$ cat config.mk
export PLATFORM = sky130hd
export DESIGN_NAME = bmpc_mac
export DESIGN_NICKNAME = d
export VERILOG_FILES = /design/src/bmpc_pkg.sv /design/src/bmpc_mac.sv
export SDC_FILE = /design/constraint.sdc
export NUM_CORES = 2
export LEC_CHECK = 0
export BUFFER_PORTS_ARGS = -buffer_cell sky130_fd_sc_hd__buf_2
export CORE_ASPECT_RATIO = 0.9
export CORE_MARGIN = 3
export CORE_UTILIZATION = 67
export DETAILED_ROUTE_END_ITERATION = 8
export PLACE_DENSITY = 0.94
export SLEW_MARGIN = 20
export SYNTH_ARGS = -nofsm -noshare
export SYNTH_HDL_FRONTEND = slang
export SYNTH_SLANG_ARGS = --single-unit
$ cat constraint.sdc
create_clock -name clk_i -period 30 [get_ports clk_i]
set_input_delay 0 -clock clk_i [delete_from_list [all_inputs] [get_ports clk_i]]
set_output_delay 0 -clock clk_i [all_outputs]
set_load 0.05 [all_outputs]
$ cat src/bmpc_pkg.sv
package bmpc_pkg;

  localparam int MaxBones = 256;
  localparam int FracBits = 16;
  localparam int BoneW = $clog2(MaxBones);
  localparam int StoreDepth = MaxBones * 12;
  localparam int StoreAw = $clog2(StoreDepth);

  typedef enum logic [1:0] {
    ActBase   = 2'd0,
    ActLocal  = 2'd1,
    ActOffset = 2'd2,
    ActScale  = 2'd3
  } action_e;

  typedef enum logic [2:0] {
    StIdle,
    StLoad,
    StMac,
    StOffset,
    StStore,
    StEmit
  } state_e;

  function automatic logic signed [63:0] fx_mul(logic signed [31:0] a, logic signed [31:0] b);
    logic signed [63:0] p;
    begin
      p = a * b;
      fx_mul = p >>> FracBits;
    end
  endfunction

  function automatic logic signed [31:0] sat32(logic signed [65:0] v);
    begin
      if (v > 66'sd2147483647) sat32 = 32'sh7fffffff;
      else if (v < -66'sd2147483648) sat32 = 32'sh80000000;
      else sat32 = v[31:0];
    end
  endfunction

endpackage

$ cat src/bmpc_mac.sv
module bmpc_mac (
  input  logic                clk_i,
  input  logic                clr_i,
  input  logic                en_i,
  input  logic signed [31:0]  init_i,
  input  logic signed [31:0]  a_i,
  input  logic signed [31:0]  b_i,
  output logic signed [63:0]  prod_o,
  output logic signed [65:0]  acc_o
);
  import bmpc_pkg::*;

  logic signed [65:0] acc_q, acc_d;

  assign prod_o = fx_mul(a_i, b_i);

  always_comb begin
    acc_d = clr_i ? 66'(init_i) : acc_q;
    if (en_i) acc_d = acc_d + 66'(prod_o);
  end

  always_ff @(posedge clk_i) begin
    acc_q <= acc_d;
  end

  assign acc_o = acc_q;
endmodule

==> run_results.csv <==
group,metric,value,unit
route,first_iter_violations,3518,
clocking,clk_pin_slew_worst_paths,60,ps
critical_path,r2r_slack,25480,ps
clocking,numCtsBuffers,9,
global_routing,grt_usage,0.388,
logic_synthesis,syn_nets,6108,
critical_path,cp.required,30250,ps
route,drtPass1Iterations,7,
die,num_io_pins,229,
clocking,ctsResizeCount,0,
clocking,cts_root_buffer,"clkbuf_16",
die,rows,86,
global_routing,grt_max_degree,60,
sta,setup_tns,0,ps
route,vias,34300,
final_layout,final_cell_mix,"1082 x fa_1, 1020 x inv_1, 556 x nand2_1",
sta,skew,8.01,ps
sta,slew-limit-headroom,0.258,
final_layout,drive_above_1_share,0.0696,
clocking,post_cts.repair.setup_buffers,0,
final_layout,largest_reg_flops,66,
sta,fmax,81.4,MHz
critical_path,r2r_end,"acc_o[59]",
critical_path,rr_worst_depth,17,
clocking,worstSkewPairLatency,340,ps
placed_design,dp_hpwl,101000,um
route,routed_wl,124000,um
global_routing,grt_overflow,0,
final_layout,nets,6108,
logic_synthesis,seq_area_frac_synth,0.0311,
sta,period_needed,12290,ps
die,dieArea,66400,um2
clocking,cts_tree,"done",
clocking,cts_max_level,3,
critical_path,cp_common_cell,"fa_1",
placed_design,io_buffers,228,
logic_synthesis,syn_area,42400,um2
global_routing,grt_antenna_before_repair,4,
sta,hold_violations,0,
critical_path,r2r_start,"acc_o[11]",
logic_synthesis,synth_cell_types,88,
clocking,cts_sinks,66,
final_layout,area_growth,3.70,%
min_path,min_to,"acc_o[5]",
sta,setup_viol,0,
route,routedWlPerCell,22.4,um
logic_synthesis,yosys_warnings,0,
critical_path,slowest_stage,"o21ai_0",
sta,rsz0062_at_grt,"false",
logic_synthesis,synth_ff_type,"dfxtp_1",
logic_synthesis,synth_edf_count,0,
critical_path,critical_path_class,"in -> reg",
min_path,hold_depth,4,
logic_synthesis,synthTopCellsByArea,"fa_1 51%, inv_1 9.0%, and2_1 7.8%",
job,maxCapViolCount,0,
logic_synthesis,yosys.area.top_type,"fa_1",
critical_path,cp-start-kind,"primary input",
logic_synthesis,async_reset_ff_frac,0,
logic_synthesis,synth_area_per_cell,9.03,um2
global_routing,grt_pass1_wl,202000,um
die,core_area,62000,um2
route,drt-vias-per-instance,6.19,
min_path,min_from,"init_i[5]",
sta,min_period_over_period,0.410,
sta,tightest_slew,1110,ps
outcome,outcome,"finished clean",
critical_path,path_max_fanout,32,
route,drc,0,
route,final_antenna_net_count,0,
final_layout,final_common_cell,"fa_1",
die,die_width,271,um
die,start_util,0.684,
logic_synthesis,ys_ff_latch,66,
global_routing,grt_pass1_vias,38300,
sta,slew_viol_final,0,
min_path,min_path_type,"in -> reg",
logic_synthesis,syn-instance-count,4696,
critical_path,cp.arrival,12540,ps
clocking,postCtsHoldBufs,0,
die,die_h,245,um
critical_path,cp-end-kind,"register",
placed_design,gp_congestion,0.998,
clocking,clockBufferDepth,2,
critical_path,slowest_delay,810,ps
final_layout,fillerInstances,4099,
logic_synthesis,yosysTopAreaCellShare,0.511,
[per-layer routing]
metal | share of wire | routed length, um | GRT usage | vias to the layer above
li1 | - | - | - | 14000
met1 | 0.33 | 41200 | 0.472 | 16800
met2 | 0.46 | 57100 | 0.611 | 2683
met3 | 0.14 | 17500 | 0.130 | 786
met4 | 0.068 | 8400 | 0.219 | 4
met5 | 0.00020 | 25 | 0 | -
[stage by stage]
| stage | setup slack (ps) | instance area (um2) | hold slack (ps) | instances | util |
|---|---|---|---|---|---|
| 6_report | 17710 | 44000 | 47.4 | 5539 | 0.710 |
| 5_1_grt | 17320 | 44000 | 55.4 | 5538 | 0.710 |
| 4_1_cts | 17990 | 44000 | 34.2 | 5537 | 0.710 |
| 3_5_place_dp | 17710 | 43700 | 380 | 5521 | 0.705 |
| 3_3_place_gp | 18020 | 43700 | 358 | 5521 | 0.705 |
| 2_1_floorplan | 18980 | 42400 | 259 | 4696 | - |
[worst max-delay path, delay by kind of cell]
family | cells | cell delay, ps
buffers and inverters | 4 | 860
xor gates and xnor gates | 1 | 270
adders and majority gates | 11 | 5330
AOI/OAI and AO/OA | 16 | 4400
and+or+nand+nor | 10 | 1660
[cells in the mapped netlist (7+ instances only)]
cell	count
a211oi_1	17
a21o_1	66
a21oi_1	173
a31oi_1	12
and2_1	528
and3_1	13
and4_1	7
buf_4	16
clkbuf_1	231
dfxtp_1	66
fa_1	1082
ha_1	231
inv_1	1020
mux2_2	34
nand2_1	556
nand2b_1	26
nand3_1	25
nand4_1	15
nor2_1	137
nor2b_1	16
nor3_1	30
o211ai_1	12
o21a_1	23
o21ai_0	78
o21bai_1	13
o31ai_1	7
xnor2_1	84
xor2_1	40
[cell type report]
cell class | instances | area [um2] | area share
well taps | 836 | 1050 | 0.0238
diodes | 2 | 5.00 | 0.000114
clock buffers | 10 | 239 | 0.00543
multi-input cells | 3355 | 36200 | 0.824
clock inverters | 6 | 41.3 | 0.000939
repair buffers | 243 | 1260 | 0.0286
inverters | 1021 | 3830 | 0.0871
flip-flops and latches | 66 | 1320 | 0.0300
[how the worst max path moves through the flow]
| stage | start | to | slack, ps | depth (start not counted) |
|---|---|---|---|---|
| floorplan | a_i[31] | acc_o[62] | 18980 | 41 |
| global placement | a_i[10] | acc_o[59] | 18020 | 42 |
| detailed placement | a_i[10] | acc_o[59] | 17710 | 42 |
| CTS | a_i[10] | acc_o[59] | 17990 | 42 |
| global route | a_i[10] | acc_o[61] | 17320 | 41 |
| finish | a_i[10] | acc_o[59] | 17710 | 42 |
[logic make-up after synthesis]
logic type               Yosys count  synth area share
AND/OR/NAND/NOR                 1389             0.164
adder cells (fa/ha/maj)         1315             0.579
buffers and inverters           1275             0.114
AO/OA/AOI/OAI                    488            0.0756
XOR/XNOR                         124            0.0256
flip-flops                        66            0.0311
multiplexers                      39            0.0102
Power is left out: the tool's default activity adds up to more than one toggle a clock period on the data nets, which glitch-free logic cannot reach.
